--- src/rtl/core/nwt_pkg.sv ---
// Shared types, item codes and character-class functions for the name word tokenizer.
// No dependencies; imported by name_word_tokenizer_core.
`default_nettype none

package nwt_pkg;

  // Token codes carried in item_kind
  localparam logic [1:0] KIND_CHAR     = 2'd0;
  localparam logic [1:0] KIND_WORD_END = 2'd1;
  localparam logic [1:0] KIND_STR_END  = 2'd2;

  // Most tokens one input byte can release: four bytes, a word end and a string end
  localparam int MAX_TOKENS = 6;
  localparam int TOK_CNT_W  = $clog2(MAX_TOKENS + 1);

  // Lookahead window depth
  localparam int WIN_DEPTH = 3;
  localparam int WIN_CNT_W = 2;

  typedef struct packed {
    logic [7:0] in_byte;
    logic       last_byte;
  } byte_item_t;

  typedef struct packed {
    logic [1:0] item_kind;
    logic [7:0] word_char;
  } token_item_t;

  // ASCII lower-case letters and the 224..255 range lose 32
  function automatic logic [7:0] upcase(input logic [7:0] c);
    logic [7:0] r;
    r = c;
    if ((c >= 8'h61 && c <= 8'h7a) || c >= 8'd224) r = c - 8'd32;
    return r;
  endfunction

  // Letters, digits, apostrophe, asterisk and the high letter ranges
  function automatic logic plain_word_byte(input logic [7:0] c);
    logic w;
    w = (c >= 8'h30 && c <= 8'h39) || (c >= 8'h41 && c <= 8'h5a) ||
        (c >= 8'h61 && c <= 8'h7a) || c == 8'h27 || c == 8'h2a ||
        (c >= 8'd192 && c <= 8'd246) || c >= 8'd248;
    return w;
  endfunction

  // True when the three bytes spell COM, NET, ORG, GOV or EDU after upper-casing
  function automatic logic domain_follows(input logic [7:0] a, input logic [7:0] b,
                                          input logic [7:0] c);
    logic [23:0] s;
    s = {upcase(a), upcase(b), upcase(c)};
    return s == {8'h43, 8'h4f, 8'h4d} || s == {8'h4e, 8'h45, 8'h54} ||
           s == {8'h4f, 8'h52, 8'h47} || s == {8'h47, 8'h4f, 8'h56} ||
           s == {8'h45, 8'h44, 8'h55};
  endfunction

endpackage

`default_nettype wire

--- src/rtl/core/name_word_tokenizer_core.sv ---
// Top level of the name word tokenizer: lookahead window, classifier, token buffer
// and output register. Depends on nwt_pkg.
`default_nettype none

// Takes one byte of a name string per cycle while byte_stall is low and returns
// its words as upper-cased character tokens, each word closed by a word-end token,
// and the string closed by a string-end token. Every byte waits in a three-byte
// window so that a period can be checked against .COM/.NET/.ORG/.GOV/.EDU before
// it is classified; with keep_dots set every period is a word character. A byte
// that is not the last of its string yields at most one token, so strings stream
// at one byte per cycle while token_stall is low; tokens pass through the token
// buffer and the output register. The last byte of a string releases up to six
// tokens at once; these drain from a six-entry token buffer at one per cycle while
// token_stall is low, and the byte port stalls until the buffer is down to its
// final token. keep_dots is written through the cfg port, which is always ready.
module name_word_tokenizer_core (
  input  wire                      clk,
  input  wire                      rst,
  input  wire                      byte_valid,
  output logic                     byte_stall,
  input  nwt_pkg::byte_item_t      byte_data,
  output logic                     token_valid,
  input  wire                      token_stall,
  output nwt_pkg::token_item_t     token_data,
  input  wire                      cfg_valid,
  output logic                     cfg_ready,
  input  wire                      cfg_data
);
  import nwt_pkg::*;

  // Configuration and tokenizer state
  logic                 keep_dots;
  logic [7:0]           win [WIN_DEPTH];
  logic [WIN_CNT_W-1:0] win_count;
  logic                 inside_word;

  // Token buffer and its read position
  token_item_t          burst_item [MAX_TOKENS];
  logic [TOK_CNT_W-1:0] burst_cnt;
  logic [TOK_CNT_W-1:0] burst_idx;
  logic [TOK_CNT_W-1:0] burst_left;

  // Handshake control
  logic out_load;
  logic burst_adv;
  logic burst_free;
  logic byte_accept;

  // Next-state values from the classifier
  token_item_t          items_next [MAX_TOKENS];
  logic [TOK_CNT_W-1:0] burst_cnt_next;
  logic [7:0]           win_next [WIN_DEPTH];
  logic [WIN_CNT_W-1:0] win_count_next;
  logic                 inside_word_next;

  assign cfg_ready = 1'b1;

  // Buffer drains into the output register whenever that register can take a token
  assign burst_left  = burst_cnt - burst_idx;
  assign out_load    = !token_valid || !token_stall;
  assign burst_adv   = (burst_left != '0) && out_load;
  assign burst_free  = (burst_left == '0) ||
                       (burst_left == TOK_CNT_W'(1) && burst_adv);
  assign byte_stall  = !burst_free;
  assign byte_accept = byte_valid && burst_free;

  // Classify one step: window bytes plus the new byte, zero past the end
  always_comb begin
    logic [7:0]           seq [7];
    logic [2:0]           m;
    logic                 iw;
    logic                 word;
    logic [TOK_CNT_W-1:0] n;

    m    = {1'b0, win_count} + 3'd1;
    iw   = inside_word;
    word = 1'b0;
    n    = '0;
    for (int i = 0; i < MAX_TOKENS; i++) items_next[i] = '0;
    for (int j = 0; j < 7; j++) begin
      if (j < WIN_DEPTH && 2'(j) < win_count) seq[j] = win[j];
      else if (3'(j) == {1'b0, win_count}) seq[j] = byte_data.in_byte;
      else seq[j] = 8'h00;
    end
    for (int j = 0; j < WIN_DEPTH; j++) win_next[j] = win[j];
    win_count_next = win_count;

    if (byte_data.last_byte) begin
      // Flush the window and the final byte in order
      for (int k = 0; k < 4; k++) begin
        if (3'(k) < m) begin
          word = plain_word_byte(seq[k]);
          if (seq[k] == 8'h2e &&
              (keep_dots || domain_follows(seq[k+1], seq[k+2], seq[k+3])))
            word = 1'b1;
          if (word) begin
            items_next[n] = '{item_kind: KIND_CHAR, word_char: upcase(seq[k])};
            n  = n + TOK_CNT_W'(1);
            iw = 1'b1;
          end else if (iw) begin
            items_next[n] = '{item_kind: KIND_WORD_END, word_char: 8'h00};
            n  = n + TOK_CNT_W'(1);
            iw = 1'b0;
          end
        end
      end
      if (iw) begin
        items_next[n] = '{item_kind: KIND_WORD_END, word_char: 8'h00};
        n = n + TOK_CNT_W'(1);
      end
      items_next[n] = '{item_kind: KIND_STR_END, word_char: 8'h00};
      n  = n + TOK_CNT_W'(1);
      iw = 1'b0;
      win_count_next = '0;
    end else if (win_count != WIN_CNT_W'(WIN_DEPTH)) begin
      // Window still filling: hold the byte only
      for (int j = 0; j < WIN_DEPTH; j++) win_next[j] = seq[j];
      win_count_next = m[WIN_CNT_W-1:0];
    end else begin
      // Classify the oldest byte and advance the window
      word = plain_word_byte(seq[0]);
      if (seq[0] == 8'h2e && (keep_dots || domain_follows(seq[1], seq[2], seq[3])))
        word = 1'b1;
      if (word) begin
        items_next[0] = '{item_kind: KIND_CHAR, word_char: upcase(seq[0])};
        n  = TOK_CNT_W'(1);
        iw = 1'b1;
      end else if (iw) begin
        items_next[0] = '{item_kind: KIND_WORD_END, word_char: 8'h00};
        n  = TOK_CNT_W'(1);
        iw = 1'b0;
      end
      for (int j = 0; j < WIN_DEPTH; j++) win_next[j] = seq[j+1];
    end
    burst_cnt_next   = n;
    inside_word_next = iw;
  end

  // Configuration register
  always_ff @(posedge clk) begin
    if (rst) begin
      keep_dots <= 1'b0;
    end else if (cfg_valid && cfg_ready) begin
      keep_dots <= cfg_data;
    end
  end

  // Window and word state advance on each byte transfer
  always_ff @(posedge clk) begin
    if (rst) begin
      win_count   <= '0;
      inside_word <= 1'b0;
    end else if (byte_accept) begin
      win_count   <= win_count_next;
      inside_word <= inside_word_next;
    end
  end

  always_ff @(posedge clk) begin
    if (byte_accept) begin
      for (int j = 0; j < WIN_DEPTH; j++) win[j] <= win_next[j];
    end
  end

  // Load the token buffer on a byte transfer, else step through it
  always_ff @(posedge clk) begin
    if (rst) begin
      burst_cnt <= '0;
      burst_idx <= '0;
    end else if (byte_accept) begin
      burst_cnt <= burst_cnt_next;
      burst_idx <= '0;
    end else if (burst_adv) begin
      burst_idx <= burst_idx + TOK_CNT_W'(1);
    end
  end

  always_ff @(posedge clk) begin
    if (byte_accept) begin
      for (int i = 0; i < MAX_TOKENS; i++) burst_item[i] <= items_next[i];
    end
  end

  // Output register
  always_ff @(posedge clk) begin
    if (rst) begin
      token_valid <= 1'b0;
    end else if (out_load) begin
      token_valid <= burst_left != '0;
    end
  end

  always_ff @(posedge clk) begin
    if (burst_adv) begin
      token_data <= burst_item[burst_idx];
    end
  end

  // Read position never passes the fill count
  a_idx_in_range: assert property (@(posedge clk) disable iff (rst)
    burst_idx <= burst_cnt)
    else $error("token buffer read position past fill count");

  // A string's last byte leaves the tokenizer back at its start state
  a_last_clears: assert property (@(posedge clk) disable iff (rst)
    byte_accept && byte_data.last_byte |=> win_count == '0 && !inside_word)
    else $error("state not cleared after end of string");

  // A byte that is not the last releases at most one token
  a_single_token: assert property (@(posedge clk) disable iff (rst)
    byte_accept && !byte_data.last_byte |=> burst_cnt <= TOK_CNT_W'(1))
    else $error("mid-string byte released more than one token");

  // A full window stays full until the string ends
  a_win_full: assert property (@(posedge clk) disable iff (rst)
    byte_accept && !byte_data.last_byte && win_count == WIN_CNT_W'(WIN_DEPTH)
    |=> win_count == WIN_CNT_W'(WIN_DEPTH))
    else $error("lookahead window lost a byte");

endmodule

`default_nettype wire
--- config.mk ---
export PLATFORM = sky130hd
export DESIGN_NAME = name_word_tokenizer_core
export DESIGN_NICKNAME = d
export VERILOG_FILES = /design/src/rtl/core/nwt_pkg.sv /design/src/rtl/core/name_word_tokenizer_core.sv
export SDC_FILE = /design/constraint.sdc
export NUM_CORES = 1
export LEC_CHECK = 0
export BUFFER_PORTS_ARGS = -buffer_cell sky130_fd_sc_hd__buf_2
export CORE_MARGIN = 3
export CORE_UTILIZATION = 44
export DETAILED_ROUTE_END_ITERATION = 10
export PLACE_DENSITY = 0.67
export SYNTH_ARGS = -nofsm -noshare
export SYNTH_HDL_FRONTEND = slang
export SYNTH_SLANG_ARGS = --single-unit
--- constraint.sdc ---
create_clock -name clk -period 7.3 [get_ports clk]
set_input_delay 0.73 -clock clk [delete_from_list [all_inputs] [get_ports clk]]
set_output_delay 0.73 -clock clk [all_outputs]
set_load 0.02 [all_outputs]
Yosys cells after proc, flatten, opt, wreduce, memory -nomap -nowiden
Memories as Yosys holds them, arrays and structs flattened. A register that Yosys moved wholly into a read port is not among the register bits. Cells that the tools add are included.

Flip-flop bits (word level): 11. RAM bits: 84. Input bits: 15. Output and inout port bits: 13. Word-level logic and storage cells: 370. Memories: 2.

Memory list: burst_item (depth 6, width 10, rd ports 1, clocked after memory_dff 1, wr ports 6, line name_word_tokenizer_core.sv:38) `token_item_t burst_item [MAX_TOKENS];`; win (depth 3, width 8, rd ports 3, clocked after memory_dff 0, wr ports 3, line name_word_tokenizer_core.sv:33) `logic [7:0] win [WIN_DEPTH];`.

Add/sub/neg operators: 12. $lt $le $gt $ge: 57. Equal/unequal tests: 43. Muxes and demuxes: 136. Bitwise logic cells: 20. Reduce and logical (&&, ||, !) cells: 94.

Operators by type and width (count): $mux 60 (14); $eq 24x23->1 const B (25); $mux 8 (44); $and 54x54->54 (5); $not 54->54 (5); $bwmux 60 (3); $demux 10 s3 (5); $mux 10 (10); $eq 8x6->1 const B (12); $ge 8x8->1 const B (12); $ge 8x7->1 const B (8); $le 8x7->1 const B (8); $mux 3 (19); $logic_or 1x1->1 (55); $mux 50 (1); $mux 24 (2); $mux 1 (34); $ge 8x6->1 const B (4); $le 8x6->1 const B (4); $le 8x8->1 const B (4); $sub 8x6->8 const B (4); $or 6x6->6 (5); $logic_and 1x1->1 (29); $ge 4x4->1 const B (5); other kinds (22) (45).

Logic depth before layout (Yosys ltp)
Depth after elaboration: 48. Mapped depth: 39.

Least setup slack after synthesis
Ideal clock, no wire load.

Path kind: reg2reg. Start point: reg win_count[0]. End point: mem burst_item[1][0] (netlist bit), data pin. Library setup time: 0.169 ns. Arrival: 7.446 ns. Required time: 7.131 ns. Slack: -0.314 ns. Cell stages (with the launch flop): 37. Path buffers: 3. Clock period less this slack: 7.614 ns. Path through: dfxtp_1 > ha_1 > clkbuf_1 > clkbuf_1 > clkbuf_1 > nand2_1 > inv_1 > ha_1 > nor2b_1 > a311oi_1 > nor4_2 > nand3b_1 > o211ai_1 > nor3_4 > a31oi_1 > a21oi_1 > ha_1 > nand3b_1 > inv_1 > a221oi_4 > ha_1 > or3_1 > a21o_1 > nand2_1 > inv_1 > ha_1 > nand2_1 > nand2_1 > ha_1 > nand2_1 > mux2i_1 > a21oi_1 > xor2_1 > nor2_1 > a211o_1 > a311o_4 > a221oi_2.

RTL lines: start: declaration (line name_word_tokenizer_core.sv:34) `logic [WIN_CNT_W-1:0] win_count;`; start signal: assignment (line name_word_tokenizer_core.sv:154) `win_count <= win_count_next;`; end: declaration (line name_word_tokenizer_core.sv:38).

==> results.py <==
metrics = {
    "pwr": {
        "p_leak_nw": 3.70,
        "power_density_nw_per_um2": 343,
        "p_total_mw": 3.47,
        "ir_drop_mv": 0.149,
    },
    "final_layout": {
        "final_core_util": 0.516,
        "area_delta_synth_final_pct": 14.6,
        "drive_gt1_frac": 0.215,
        "final_cell_mix": "108 x nand2_1, 94 x nor2_1, 94 x edfxtp_1, 81 x buf_4, 60 x a21oi_1",
        "layout_commonest_cell": "nand2_1",
        "antenna_cells": 0,
        "final_cells": 1310,
        "n_fill_cell": 1820,
        "fin_nets": 1082,
    },
    "hold_path": {
        "hp-class": "reg -> reg",
        "holdCritStartpoint": "burst_cnt[1]",
        "min_path_cells": 2,
        "min_to": "burst_cnt[1]",
    },
    "routing": {
        "drt_pass1_iterations": 6,
        "vias_per_cell": 6.34,
        "remaining_drc_errors": 0,
        "routedWlPerCell_microns": 21.8,
        "final_antenna_net_count": 0,
        "num_vias": 8299,
        "drt_iter0_markers": 1146,
        "drt_wl_total_mm": 28.5,
    },
    "global_routing": {
        "grt_start_max_net_pins": 66,
        "antenna_found_initial": 0,
        "gr-max-usage-layer": "met2",
        "overflow": 0,
        "grt_util_met1": 0.369,
        "grt_pass1_wl_mm": 44.6,
        "use_met3": 0.0343,
        "use_met2": 0.415,
        "grt_pass1_vias": 7664,
        "track_usage": 0.259,
    },
    "critical_path": {
        "worst-endpoint-arrival_ns": 7.10,
        "slowest_stage": "a311o_4",
        "critical_path.startpoint_type": "register",
        "slowest_delay_ns": 0.48,
        "r2r_end": "burst_item[1][0]",
        "crit_start": "win_count[1]",
        "r2r_cells": 35,
        "r2r_start": "win_count[1]",
        "path_class": "reg -> reg",
        "reg2reg_slack_ns": 0.37,
        "cp_max_fo": 8,
        "crit_path_end_kind": "register",
        "critical_path_required_ns": 7.48,
    },
    "cts": {
        "clock_sinks": 105,
        "root_buffer": "clkbuf_16",
        "tritoncts": "built",
        "cts_max_level": 3,
        "clk_latency_ns": 0.37,
        "cts_buffers": 9,
        "clk_path_buf_depth": 2,
        "ctsHoldBuffers": 0,
        "clk_pin_slew_worst_paths_ns": 0.08,
    },
    "place": {
        "gp_congestion": 0.958,
        "dp.cells": 1286,
        "dp_hpwl_mm": 21.5,
        "portBuffers": 26,
    },
    "timing": {
        "finalSetupTns_ns": 0,
        "finClkSkew_ns": 0.0173,
        "fin_crit_sh": 0.949,
        "worstMarginPinSlew_ns": 0.956,
        "fmax_mhz": 144,
        "setup_viol": 0,
        "slew_headroom": 0.346,
        "min_period_ns": 6.93,
        "drv_slew": 0,
        "finalHoldViolCount": 0,
    },
    "floorplan": {
        "pin_count": 28,
        "dieArea_sq_um": 21800,
        "die_w_microns": 148,
        "dieHeight_microns": 148,
        "core.rowCount": 51,
        "start_util": 0.450,
        "core_sq_um": 19600,
    },
    "synth": {
        "ys_types": 115,
        "yosys_warnings": 0,
        "seq_area_frac_synth": 0.345,
        "async_flop_share": 0,
        "syn_inst": 970,
        "syn_avg_cell_area_sq_um": 9.10,
        "synth-seq-cells": 105,
        "ys.flop_type": "edfxtp_1",
        "syn_area_sq_um": 8820,
        "synth_edf_count": 94,
    },
    "outcome": {
        "status": "completed",
    },
    "job": {
        "maxCapViolCount": 0,
    },
}
[cell usage after synthesis, types with 5 or more instances]
cell / number / area share
buf_2: 13 / 0.0074
and3_1: 8 / 0.0057
xnor2_1: 6 / 0.0060
nor2_1: 95 / 0.040
o211ai_1: 7 / 0.0060
mux2i_1: 27 / 0.031
mux4_2: 10 / 0.026
a21oi_1: 61 / 0.035
o21ai_1: 6 / 0.0034
o22ai_1: 12 / 0.0085
a32oi_1: 11 / 0.011
edfxtp_1: 94 / 0.32
buf_4: 9 / 0.0077
ha_1: 26 / 0.037
buf_6: 12 / 0.015
nor4_1: 7 / 0.0050
o21a_1: 13 / 0.011
a31oi_1: 7 / 0.0050
a22oi_1: 15 / 0.013
o21ai_0: 46 / 0.026
dfxtp_1: 11 / 0.025
mux2_2: 9 / 0.011
o31ai_1: 5 / 0.0043
o32ai_1: 8 / 0.0079
a211oi_1: 7 / 0.0060
a222oi_1: 8 / 0.0091
and2_1: 13 / 0.0092
nand4_1: 11 / 0.0078
clkbuf_1: 18 / 0.0077
nand2b_1: 5 / 0.0035
a221oi_2: 10 / 0.017
inv_1: 37 / 0.016
nand3b_1: 15 / 0.013
nand2_1: 108 / 0.046
buf_1: 6 / 0.0026
nor2b_1: 7 / 0.0050
nor3_1: 36 / 0.020
nand3_1: 34 / 0.019
a21boi_0: 5 / 0.0043
[routing by layer]
metal	up-vias	wire [microns]
li1	3891	-
met1	3902	12300
met2	452	13100
met3	54	2450
met4	0	710
met5	-	0
[repair_timing]
action                                  in CTS  in global routing
endpoints found under the setup margin       0                 50
resized for setup                            0                 44
setup buffers                                0                  7
[stage by stage]
stage	hold slack (ns)	instance area, sq um	worst slack, ns
final	0.467	10100	0.373
after global routing	0.487	10100	-0.0435
after CTS	0.467	9840	0.166
after detailed placement	0.456	9560	0.124
after global placement	0.441	9560	0.272
after floorplan	0.432	8870	0.0179
[worst max-delay path by stage]
stage	endpoint	slack, ns	cells after the start
floorplan	burst_item[1][0]	0.02	39
global placement	burst_item[0][7]	0.27	34
detailed placement	burst_item[0][1]	0.12	34
CTS	burst_item[3][8]	0.17	36
global route	burst_item[1][0]	-0.04	35
finish	burst_item[1][0]	0.37	35
[critical path: cells and delay by family (launching register included)]
family                     cells  cell delay (ns)
and+or+nand+nor               11             1.47
adders and majority gates      6             1.36
AOI/OAI and AO/OA             12             2.86
xor gates and xnor gates       1             0.24
muxes                          1             0.06
DFF                            1             0.41
buffers and inverters          4             0.30
[state kept, by name, summed over array words and instances (netlist names)]
name and count:
burst_idx 3, keep_dots 1, burst_cnt 3, inside_word 1
win 24, token_valid 1, win_count 2, burst_item 60
token_data 10
[kinds of logic after synthesis]
family | count (synthesis) | share of synthesized area
other cells | 2 | 0.000851
fa+ha+maj | 27 | 0.0391
flops | 105 | 0.345
mux | 47 | 0.0692
compound gates | 293 | 0.251
buf+inv | 100 | 0.0584
simple gates | 387 | 0.227
xor+xnor | 9 | 0.00893
[cell type report]
cell class                      count  area (sq um)  share of cell area
Multi-Input combinational cell    772          5480               0.542
Tap cell                          265           332              0.0328
Clock buffer                        9           225              0.0223
Sequential cell                   105          3050               0.302
Clock inverter                      7          57.6             0.00569
Timing Repair Buffer              110           803              0.0795
Inverter                           42           160              0.0158
[power by group]
group / internal, mW / total [mW] / switching (mW)
clock network: 0.239 / 0.489 / 0.251
registers: 1.01 / 1.12 / 0.114
logic: 0.696 / 1.85 / 1.16
No activity file was read; power rests on OpenSTA's default activity.
